### src/sv/nca_pkg.sv
// Shared widths, codes and stage control type for the nearest-centroid block.
// Depends on nothing; every other file but the assertion macro header imports it.
`default_nettype none

package nca_pkg;

	localparam int VALUE_W   = 16;
	localparam int DIFF_W    = 17;
	localparam int SQ_W      = 32;
	localparam int DIST_W    = 40;
	localparam int SEL_W     = 6;
	localparam int DIM_W     = 8;
	localparam int DIM_SPAN  = 256;
	localparam int AC_W      = 7;
	localparam int AD_W      = 9;
	localparam int CFG_W     = 9;
	localparam int CFG_IDX_W = 1;

	localparam logic [AC_W-1:0] AC_RESET = 7'd64;
	localparam logic [AD_W-1:0] AD_RESET = 9'd256;

	typedef enum logic {
		CMD_LOAD  = 1'b0,
		CMD_QUERY = 1'b1
	} cmd_t;

	typedef enum logic [CFG_IDX_W-1:0] {
		REG_ACTIVE_CENTROIDS = 1'b0,
		REG_ACTIVE_DIMS      = 1'b1
	} reg_idx_t;

	typedef struct packed {
		logic valid;
		logic active;
		logic first;
	} stage_ctl_t;

endpackage

`default_nettype wire

### src/sv/nca_sum_mem.sv
// Running distance sums: one write port, one read port, registered read.
// Uses nca_pkg for the distance width.
`default_nettype none

module nca_sum_mem #(
	parameter int DEPTH = 64,
	parameter int AW    = 6
) (
	input  logic                          clk,
	input  logic                          we,
	input  logic [AW-1:0]                 waddr,
	input  logic [nca_pkg::DIST_W-1:0]    wdata,
	input  logic [AW-1:0]                 raddr,
	output logic [nca_pkg::DIST_W-1:0]    rdata
);
	import nca_pkg::*;

	logic [DIST_W-1:0] mem [DEPTH];

	always_ff @(posedge clk) begin
		if (we) begin
			mem[waddr] <= wdata;
		end
	end

	always_ff @(posedge clk) begin
		rdata <= mem[raddr];
	end

endmodule

`default_nettype wire

### config.mk
export PLATFORM = sky130hd
export DESIGN_NAME = nca_sum_mem
export DESIGN_NICKNAME = d
export VERILOG_FILES = /design/src/sv/nca_pkg.sv /design/src/sv/nca_sum_mem.sv
export SDC_FILE = /design/constraint.sdc
export NUM_CORES = 2
export LEC_CHECK = 0
export CORE_ASPECT_RATIO = 0.75
export CORE_MARGIN = 2
export CORE_UTILIZATION = 55
export CTS_CLUSTER_SIZE = 12
export DETAILED_ROUTE_END_ITERATION = 10
export DONT_BUFFER_PORTS = 1
export PLACE_DENSITY = 0.73
export SLEW_MARGIN = 20
export SYNTH_ARGS = -nofsm -noshare
export SYNTH_HDL_FRONTEND = slang
export SYNTH_SLANG_ARGS = --single-unit
### constraint.sdc
create_clock -name clk -period 4.05 [get_ports clk]
set_input_delay 0.405 -clock clk [delete_from_list [all_inputs] [get_ports clk]]
set_output_delay 0.405 -clock clk [all_outputs]
set_load 0.02 [all_outputs]
## Word level (Yosys, flattened, before mapping)

Memories as Yosys holds them, arrays and structs flattened. A register that Yosys moved wholly into a read port is not among the register bits.
Index checks and enable logic that the tools add are counted.

- Register bits: 0
- Logic and storage cells: 3
- Memories: 1
- Output and inout bits: 40
- Input port bits: 54
- Memory bits (writable): 2560

- Multiplexer cells: 2

Memory list:

| name | depth | width | rd ports | clocked after Yosys merged registers in | write ports | RTL line | source |
|---|---|---|---|---|---|---|---|
| mem | 64 | 40 | 1 | 1 | 1 | nca_sum_mem.sv:18 | `logic [DIST_W-1:0] mem [DEPTH];` |

Operators with widths:

| operator | number |
|---|---|
| $mux 1 | 2 |

## Depth between registers and ports, before layout

- Depth in word-level cells: 2
- Depth in mapped cells: 9
- Gate-level depth less buffers: 5

## Worst setup path after synthesis

Ideal clock, no wire load.

- Kind: input-to-reg
- From: in waddr[3]
- To: mem mem[48][0], enable pin
- Library setup time: 487 ps
- Required time: 3563 ps
- Slack: -77 ps
- Path buffers: 1
- Data arrival time: 3641 ps
- Cell stages on the path: 4
- Cell sequence: clkbuf_1 -> nor2b_1 -> nand4b_1 -> nor3_1

RTL lines:

| item | RTL line | source |
|---|---|---|
| from (decl) | nca_sum_mem.sv:11 | `input logic [AW-1:0] waddr,` |
| to (decl) | nca_sum_mem.sv:18 |  |

No word-level cell before the write port.

==> results by group <==
Run status
  – Status: finished with violations
  – Failing checks: slew limit

Hold path
  – Hold EP: rdata[16]
  – WHS Path Cells: 3
  – Hold Path Origin: raddr[3]
  – Tightest Hold Check Type: input port to flip-flop

Placed design
  – Detailed Place HPWL: 136000 um
  – # port buffers: 0
  – GP Congestion: 0.856
  – DP Area: around 0.10 mm^2

Final layout
  – Area growth from synthesis to layout: 12.2%
  – Commonest non-fill, non-tap cells in the layout: edfxtp_1, mux4_2, clkbuf_16, o22ai_1
  – Commonest non-fill, non-tap cell in the layout: edfxtp_1
  – Post-layout util: 61.9%
  – Share of layout cells above drive strength 1: about a quarter
  – Nets: 4453
  – Final Cell Area: 0.110 mm^2

Critical path
  – Worst EP arrival: 4.41 ns
  – R2r setup slk: 1.70 ns
  – CP endpoint kind: flip-flop
  – RR Endpoint: rdata[20]
  – Max FO, Critical Path: 110
  – R2R cell count: 5
  – CP startpoint kind: input port
  – Crit path required time: 4.83 ns
  – CP Class: input port to flip-flop
  – RR Startpoint: mem[10][20]

Synth
  – Flops & latches, synth: 2600
  – Post-synth cell types: 36
  – Net Count, Synth: between 4000 and 5000
  – Syn avg cell area: 23.3 um^2
  – Syn Std Cell Area: between 0.09 and 0.1 mm^2
  – Sequential area share after synthesis: 79.4%
  – Synth Warn #: 0
  – Syn Inst Count: roughly 4200

Global routing
  – Vias in the first global route: 46200
  – Gr ovfl total: 0
  – Gr usage total: 27.7%
  – Largest net degree at the start of global routing: 593
  – First-pass GRT wire length: 353000 um
  – Initial antenna violation count: 6

Power and ir drop
  – Post-route total power: about 53 mW
  – Power Dens Cells: ~480 mW/mm^2
  – Leak Pwr: 33.8 nW
  – Worst vdd ir: 358 uV

Clock network
  – Clock latency on the worst-skew pair: around 0.88 ns
  – Total CTS buffers: 238
  – Clk pin slew, worst setup/hold paths: around 0.060 ns
  – Post-CTS resize count: 0
  – H-tree depth: 4
  – Root buffer cell: clkbuf_16
  – Clk buf depth: 3
  – CTS tree: yes
  – CTS sink cnt: 2600

STA
  – Worst-margin pin slew: 2.01 ns
  – RSZ-0062 raised after global routing: false
  – Fin crit share: 89.8%
  – Tmin final: about 3.6 ns
  – # setup viols final: 0
  – Worst Skew: roughly 0.032 ns
  – Max Freq: 275 MHz
  – TNS Setup: 0 ns
  – Final Max Tran Viols: 294
  – Max_slew headroom: -33.8%
  – Hold Vio Cnt, Final: 0

Floorplan
  – Die area: between 0.15 and 0.2 mm^2
  – Ports: 94
  – Row cnt: between 100 and 150
  – Die W: approximately 500 um
  – Die Ht: 369 um
  – Core region area: 0.177 mm^2
  – Starting density of the core: 55.2%

Job
  – Max-Cap Viols: 0

Drt
  – DR iter-0 viols: 7634
  – Residual DRC: 0
  – Routed Antenna Nets: 0
  – Final wirelength: 251000 um
  – First-pass DRT Iterations: 6
  – Wire per inst: 36.3 um
  – Routed vias: about 47000
  – Via density: 6.86
==> what timing repair did <==
item	in CTS	in global routing
hold buffers	91	0
endpoints found under the hold margin	2597	0
setup buffers	0	0
endpoints found under the setup margin	0	13
==> cells in the mapped netlist <==
| master | count | area share, % |
|---|---|---|
| nor4_1 | 34 | 0.22 |
| o21a_1 | 8 | 0.061 |
| o22ai_1 | 143 | 0.91 |
| or2_2 | 4 | 0.026 |
| nand4_1 | 2 | 0.013 |
| dfxtp_1 | 40 | 0.82 |
| mux2_2 | 38 | 0.44 |
| buf_1 | 20 | 0.077 |
| mux4_2 | 608 | 14 |
| nand2_1 | 19 | 0.073 |
| o21ai_1 | 14 | 0.072 |
| a22o_1 | 16 | 0.14 |
| mux2i_1 | 113 | 1.2 |
| nor3_1 | 3 | 0.015 |
| or3b_2 | 2 | 0.018 |
| or3_1 | 3 | 0.019 |
| a21oi_1 | 68 | 0.35 |
| buf_6 | 8 | 0.092 |
| clkbuf_1 | 80 | 0.31 |
| nand3_1 | 8 | 0.041 |
| a221oi_1 | 34 | 0.30 |
| a22oi_1 | 18 | 0.14 |
| buf_2 | 81 | 0.41 |
| nor2_1 | 97 | 0.37 |
| buf_4 | 49 | 0.38 |
| nand4b_1 | 1 | 0.0090 |
| nor2b_1 | 16 | 0.10 |
| o221ai_1 | 42 | 0.38 |
| and2_1 | 4 | 0.026 |
| nand3b_1 | 3 | 0.023 |
| nand2b_1 | 13 | 0.083 |
| o22a_1 | 26 | 0.23 |
| edfxtp_1 | 2560 | 79 |
| o21ai_0 | 8 | 0.041 |
| and3_1 | 6 | 0.038 |
| a211oi_1 | 6 | 0.046 |
==> where the power goes <==
| group | switching [mW] | internal, mW |
|---|---|---|
| Clock | 9.28 | 11.0 |
| Combinational | 1.41 | 1.04 |
| Sequential | 0.267 | 29.8 |
| Total | 11.0 | 41.9 |
==> kinds of logic (layout without fill, tap and decap cells) <==
| logic type | Yosys count | after routing | share of synthesized area, % |
|---|---|---|---|
| compound gates | 383 | 383 | 2.68 |
| buf+inv | 238 | 579 | 1.27 |
| flops | 2600 | 2600 | 79.4 |
| mux | 759 | 759 | 15.6 |
| other cells | 0 | 2 | 0 |
| simple gates | 215 | 215 | 1.08 |
==> cell type report <==
class,count,area [um^2]
Timing Repair Buffer,202,2900
Tap cell,2380,2980
Fill cell,11700,67600
Antenna cell,2,5.00
Multi-Input combinational cell,1357,19400
Clock buffer,358,6530
Clock inverter,19,225
Sequential cell,2600,77700
==> routing by layer <==
layer	wire (um)	part of all wire (%)	track usage, %	vias to the layer above
li1	-	-	-	18400
met5	55	0.022	0	-
met2	114000	45	41.0	3425
met3	32200	13	6.45	423
met4	8430	3.4	9.33	8
met1	96400	38	41.5	25100
==> state kept, by name (all words and copies together) (netlist names) <==
| name | flops |
|---|---|
| mem | 2560 |
| rdata | 40 |
==> worst max-delay path by stage <==
stage | start | endpoint | slack (ns) | cells past startpoint
2_1_floorplan | waddr[5] | mem[39][0] | 0.65 | 4
3_3_place_gp | waddr[2] | mem[21][24] | 1.26 | 4
3_5_place_dp | waddr[2] | mem[21][31] | 1.27 | 4
4_1_cts | mem[10][20] | rdata[20] | 1.77 | 5
5_1_grt | raddr[0] | rdata[37] | 0.09 | 8
6_report | raddr[0] | rdata[14] | 0.41 | 8
==> metrics by stage <==
stage / cells / hold slack [ns] / worst slack [ns]
2_1_floorplan: 4195 / 0.504 / 0.646
3_3_place_gp: 6442 / 0.508 / 1.26
3_5_place_dp: 6442 / 0.510 / 1.27
4_1_cts: 6910 / 0.000313 / 1.77
5_1_grt: 6917 / 0.0198 / 0.0945
6_report: 6918 / 0.0733 / 0.414
==> worst max-delay path, cell delays in order <==
cell     delay, ns
buf_16        0.39
buf_16        0.54
buf_16        0.66
buf_16        0.66
mux4_2        0.64
o22ai_1       0.43
nor4_1        0.09
o22a_1        0.21
No activity file was read; power rests on OpenSTA's default activity.
