## config.mk

```make
export PLATFORM = sky130hd
export DESIGN_NAME = nca_dist_unit
export DESIGN_NICKNAME = d
export VERILOG_FILES = /design/src/sv/nca_pkg.sv /design/src/sv/nca_dist_unit.sv
export SDC_FILE = /design/constraint.sdc
export NUM_CORES = 1
export LEC_CHECK = 0
export BUFFER_PORTS_ARGS = -buffer_cell sky130_fd_sc_hd__buf_2
export CAP_MARGIN = 20
export CORE_UTILIZATION = 40
export CTS_CLUSTER_DIAMETER = 80
export CTS_CLUSTER_SIZE = 20
export DETAILED_ROUTE_END_ITERATION = 10
export PLACE_DENSITY = 0.62
export SYNTH_ARGS = -nofsm -noshare
export SYNTH_HDL_FRONTEND = slang
export SYNTH_SLANG_ARGS = --single-unit
```

## constraint.sdc

```tcl
create_clock -name clk -period 3.7 [get_ports clk]
set_input_delay 0.37 -clock clk [delete_from_list [all_inputs] [get_ports clk]]
set_output_delay 0.37 -clock clk [all_outputs]
set_load 0.01 [all_outputs]
```

## src/sv/nca_pkg.sv

```systemverilog
// Shared widths, codes and stage control type for the nearest-centroid block.
// Depends on nothing; every other file but the assertion macro header imports it.
`default_nettype none

package nca_pkg;

	localparam int VALUE_W   = 16;
	localparam int DIFF_W    = 17;
	localparam int SQ_W      = 32;
	localparam int DIST_W    = 40;
	localparam int SEL_W     = 6;
	localparam int DIM_W     = 8;
	localparam int DIM_SPAN  = 256;
	localparam int AC_W      = 7;
	localparam int AD_W      = 9;
	localparam int CFG_W     = 9;
	localparam int CFG_IDX_W = 1;

	localparam logic [AC_W-1:0] AC_RESET = 7'd64;
	localparam logic [AD_W-1:0] AD_RESET = 9'd256;

	typedef enum logic {
		CMD_LOAD  = 1'b0,
		CMD_QUERY = 1'b1
	} cmd_t;

	typedef enum logic [CFG_IDX_W-1:0] {
		REG_ACTIVE_CENTROIDS = 1'b0,
		REG_ACTIVE_DIMS      = 1'b1
	} reg_idx_t;

	typedef struct packed {
		logic valid;
		logic active;
		logic first;
	} stage_ctl_t;

endpackage

`default_nettype wire

```

## src/sv/nca_dist_unit.sv

```systemverilog
// Per-centroid update: difference, square, accumulate with saturation, write back.
// Uses nca_pkg; fed by the memories' read data and the sequencer's stage tag.
`default_nettype none

module nca_dist_unit #(
	parameter int CW = 6
) (
	input  logic                                 clk,
	input  logic                                 arst_n,
	input  nca_pkg::stage_ctl_t                  ctl_s1,
	input  logic [CW-1:0]                        idx_s1,
	input  logic signed [nca_pkg::VALUE_W-1:0]   query_val,
	input  logic signed [nca_pkg::VALUE_W-1:0]   cent_val,
	input  logic [nca_pkg::DIST_W-1:0]           sum_old,
	output logic                                 wr_en,
	output logic [CW-1:0]                        wr_addr,
	output logic [nca_pkg::DIST_W-1:0]           wr_data,
	output nca_pkg::stage_ctl_t                  ctl_s3,
	output logic [CW-1:0]                        idx_s3,
	output logic [nca_pkg::DIST_W-1:0]           sum_s3,
	output logic                                 busy
);
	import nca_pkg::*;

	localparam int SUM_W = DIST_W + 1;

	logic signed [DIFF_W-1:0]   diff;
	logic signed [2*DIFF_W-1:0] prod;
	stage_ctl_t                 ctl_s2;
	logic [CW-1:0]              idx_s2;
	logic [SQ_W-1:0]            sq_s2;
	logic [DIST_W-1:0]          old_s2;
	logic [SUM_W-1:0]           sum_wide;
	logic [DIST_W-1:0]          sum_new;

	// Stage 1: square of the element difference (always fits 32 bits).
	assign diff = DIFF_W'(query_val) - DIFF_W'(cent_val);
	assign prod = diff * diff;

	always_ff @(posedge clk) begin
		idx_s2 <= idx_s1;
		sq_s2  <= prod[SQ_W-1:0];
		// Start from zero on element zero of a query.
		old_s2 <= ctl_s1.first ? '0 : sum_old;
	end

	// Stage 2: accumulate, saturate; inactive rows are cleared.
	assign sum_wide = {1'b0, old_s2} + SUM_W'(sq_s2);

	always_comb begin
		if (!ctl_s2.active) begin
			sum_new = '0;
		end else if (sum_wide[DIST_W]) begin
			sum_new = '1;
		end else begin
			sum_new = sum_wide[DIST_W-1:0];
		end
	end

	assign wr_en   = ctl_s2.valid;
	assign wr_addr = idx_s2;
	assign wr_data = sum_new;

	always_ff @(posedge clk) begin
		idx_s3 <= idx_s2;
		sum_s3 <= sum_new;
	end

	always_ff @(posedge clk or negedge arst_n) begin
		if (!arst_n) begin
			ctl_s2 <= '0;
			ctl_s3 <= '0;
		end else begin
			ctl_s2 <= ctl_s1;
			ctl_s3 <= ctl_s2;
		end
	end

	assign busy = ctl_s2.valid | ctl_s3.valid;

endmodule

`default_nettype wire

```

; After elaboration in Yosys (flattened, before gate mapping)
; Cells that the tools add are included.
[totals]
ff_bits = 130
in_bits = 83
[classes]
bitwise_logic = 1
n_mux = 2
n_addsub = 2
mul = 1
[ops]
columns = op, count
row1 = $mux 40, 2
row2 = $add 40x32->41, 1
row3 = $mul 17x17->32, 1
row4 = $sub 16x16->17, 1
row5 = $or 1x1->1, 1

; Logic depth before layout (Yosys ltp)
[depth]
word_depth = 3
mapped_depth = 36
depth_no_buf = 34

; Worst setup path after synthesis
; OpenSTA, ideal clock, no wires.
[synth_timing]
path_kind = input -> register
startpoint = input cent_val[1] in the netlist's numbering
endpoint = register sq_s2[31]
arrival_time_ps = 7568
setup_ps = 118
path_slack_ps = -3987
cell_stages = 33
required_time_ps = 3582
cell_sequence = inv_1 -> ha_1 -> nor2b_1 -> o21ai_0 -> a21boi_1 -> o31ai_1 -> a31oi_1 -> a211oi_1 -> xnor2_1 -> clkbuf_1 -> nand2_1 -> fa_1 -> inv_1 -> fa_1 -> inv_1 -> fa_1 -> inv_1 -> fa_1 -> fa_1 -> inv_1 -> fa_1 -> inv_1 -> ha_1 -> clkbuf_1 -> o21ai_0 -> nand2_1 -> a31o_2 -> a21oi_1 -> o21ai_0 -> a21oi_1 -> o2111ai_1 -> o31a_1 -> xnor2_1
[synth_via]
elab_chain_len = 2
[synth_lines]
columns = item, line_no
row1 = from (decl), nca_dist_unit.sv:13  ; input logic signed [nca_pkg::VALUE_W-1:0] cent_val,
row2 = $sub 16x16->17, nca_dist_unit.sv:37  ; assign diff = DIFF_W'(query_val) - DIFF_W'(cent_val);
row3 = $mul 17x17->32, nca_dist_unit.sv:38  ; assign prod = diff * diff;
row4 = net prod[31], nca_dist_unit.sv:28  ; logic signed [2*DIFF_W-1:0] prod;
row5 = to (signal assigned), nca_dist_unit.sv:42  ; sq_s2 <= prod[SQ_W-1:0];
row6 = to (decl), nca_dist_unit.sv:31  ; logic [SQ_W-1:0] sq_s2;
; The timed path passes the listed nets, and every way through them passes these cells.
; A chain may end at the register's enable or synchronous reset.

; Worst setup path after layout
; Same ends and word-level chain as after synthesis.

==> impl_metrics.csv <==
group,metric,value,unit
yosys,yosys_warnings,0,
sta,rsz0062_at_grt,"yes",
finish,final_nets,2550,
floorplan,die_w,195,µm
route,drtIter0Drc,534,
worst_setup_path,path_class,"in -> reg",
worst_setup_path,cpPeakStageDelay,540,ps
route,drc,0,
route,drtPass1Iterations,6,
yosys,netlist_area,15000,µm²
sta,finalHoldViolations,0,
finish,fillCellCount,3078,
worst_setup_path,reg2regPathDepth,13,
grt,grt_pass1_vias,13100,
clocking,clk_pin_slew,60,ps
clocking,cts-root-to-sink-buffers,2,
worst_setup_path,required,4000,ps
yosys,ys_top_cells_by_count,"inv_1 (358), fa_1 (258), ha_1 (125)",
yosys,yosysSeqAreaShare,17.5,%
worst_setup_path,cp-start-kind,"primary input",
grt,grt_usage,21.0,%
sta,fmax,145,MHz
outcome,violations,"setup timing",
route,dr_total_vias,12200,
route,vias_per_cell,4.76,
floorplan,initial_core_util,40.8,%
sta,drv_slew,0,
route,wl_per_cell,15.4,µm
grt,overflow,0,
sta,setup_violations,37,
placement,dp.cells,2466,
yosys,synth_top_area_cell,"fa_1",
floorplan,die_area,38200,µm²
outcome,outcome,"finished with violations",
sta,clock_skew,6.97,ps
yosys,synth_area_leaders,"fa_1 (35%), dfxtp_1 (16%), ha_1 (10%), inv_1 (9.0%), xnor2_1 (3.2%)",
worst_setup_path,critPathCaptureType,"flip-flop",
yosys,yosys_register_bits,129,
route,postRouteAntennaNets,0,
placement,dpl_cell_area,18700,µm²
yosys,syn-num-nets,2070,
worst_setup_path,cp_common_cell,"inv_2",
yosys,ys_async_sr_fraction,4.65,%
grt,grt_max_degree,42,
grt,grt_pass1_wl,64.0,mm
worst_setup_path,path_depth,36,
clocking,clock_latency,420,ps
worst_setup_path,slowest_stage,"fa_1",
clocking,cts_max_level,4,
sta,finalSetupTns,-67080,ps
worst_setup_path,crit_fanout,2,
clocking,cts_tree,"done",
min_path,hp-class,"in -> reg",
grt,antenna_found_initial,0,
sta,worst_slack,-3200,ps
placement,place.port_buffers,179,
finish,fin_area,21200,µm²
floorplan,coreArea,36700,µm²
clocking,cts.sinks,129,
clocking,cts_made_buffers,17,
sta,worst_pin_slew,795,ps
finish,final_cells,2566,
sta,relSlewSlack,47.0,%
worst_setup_path,critPathBufInv,10,
yosys,syn_inst,1604,
placement,post-place-ws,-4050,ps
yosys,ys.flop_type,"dfxtp_1",
placement,routabilityCongestion,0.923,
finish,post_route_cells_drive_above_1_share,39.7,%
floorplan,io_pins,180,
yosys,synth_cell_types,77,
yosys,avgSynthCellArea,9.33,µm²
floorplan,die_height,195,µm
clocking,cts_root_buf,"clkbuf_16",
finish,syn_to_final_growth,41.3,%
sta,fin_crit_sh,186,%
worst_setup_path,critical_path.top_delay_family,"adder cells",
yosys,synth-edff-count,0,
yosys,synth_top_area_share,34.5,%
worst_setup_path,crit_arrival,7200,ps
sta,finalCriticalPeriod,6900,ps
placement,hpwl,32.1,mm
flow_run,max_cap_violations,0,
floorplan,row_count,70,
route,wl,39.5,mm
min_path,holdPathStages,1,
yosys,synth.most_common_cell,"inv_1",
layout by cell type, fill, tap and decap left out, drive strengths merged, types with 4 or more instances in the layout:
cell,synthesis,final
and2,20,20
or2,7,7
and3,13,13
inv,360,365
fa,258,258
a21o,31,31
a211oi,6,6
nor3,8,8
nor2b,48,48
dfxtp,123,123
clkinvlp,0,4
xnor2,54,54
ha,125,125
a31oi,9,9
o21a,9,9
xor2,27,27
o211ai,7,7
nand2,112,112
o31a,4,5
dfrtp,6,6
clkbuf,29,20
buf,8,495
a21oi,84,84
nand4,4,4
clkinv,5,8
nor2,119,119
a21boi,4,4
o21ai,33,33
or3,5,5
o21bai,8,8
a2111oi,4,4
nand2b,11,11
nand3,19,19
layer usage:
| metal | vias to the layer above | GRT usage, % | wire length [µm] |
|---|---|---|---|
| li1 | 5942 | - | - |
| met1 | 5907 | 27.0 | 17600 |
| met2 | 311 | 37.3 | 19500 |
| met3 | 47 | 2.31 | 1590 |
| met4 | 0 | 5.75 | 765 |
| met5 | - | 0 | 0 |
sequential cells by signal, summed over array words and instances (netlist names):
| register | flops |
|---|---|
| wr_en | 1 |
| wr_addr | 6 |
| ctl_s2 | 2 |
| idx_s3 | 6 |
| old_s2 | 40 |
| sq_s2 | 31 |
| sum_s3 | 40 |
| ctl_s3 | 3 |
per-stage QoR:
step           hold WS (ps)  utilization [%]
2_1_floorplan          74.4                -
3_3_place_gp            197             51.0
3_5_place_dp            200             51.0
4_1_cts                41.2             55.0
5_1_grt                35.3             57.6
6_report               49.0             57.7
final cells by class:
| class | count | area (µm²) | area share (%) |
|---|---|---|---|
| timing repair buffer | 497 | 3600 | 17.0 |
| tap | 468 | 586 | 2.77 |
| clock buffer | 19 | 453 | 2.14 |
| sequential | 129 | 2610 | 12.4 |
| inverter | 365 | 1420 | 6.71 |
| antenna | 1 | 2.50 | 0.0118 |
| clock inverter | 13 | 126 | 0.597 |
| multi-input combinational | 1074 | 12400 | 58.4 |
final timing paths:
path / to / startpoint / slack [ps]
min: wr_addr[0]$_DFF_P_ / idx_s1[0] / 50
min reg2reg: idx_s3[0]$_DFF_P_ / wr_addr[0]$_DFF_P_ / 350
max reg2reg: sum_s3[5]$_DFF_P_ / old_s2[0]$_SDFF_PP0_ / 720
max: sq_s2[31]$_DFF_P_ / cent_val[1] / -3200
min in group asynchronous: ctl_s2[0]$_DFF_PN0_ / arst_n / 350
max in group asynchronous: ctl_s2[1]$_DFF_PN0_ / arst_n / 3210
repair_timing:
action	4_1_cts	5_1_grt
endpoints found under the hold margin	6	0
resized for setup	161	172
hold buffers	1	0
setup buffers	43	35
setup endpoints to repair	64	67
pin swaps	107	110
cloned	1	2
logic make-up (layout without fill, tap and decap cells):
kind of cell,Yosys count,after routing,share of synthesized area (%)
buffers and inverters,402,894,10.3
muxes,1,1,0.0669
xor gates and xnor gates,81,81,4.79
AOI/OAI and AO/OA,227,228,10.4
DFF,129,129,17.5
and+or+nand+nor,381,381,12.1
other,0,1,0
adders and majority gates,383,383,44.9
Power is not shown: default switching activity piles up to over one toggle a cycle in this logic, so the estimate is an artifact.
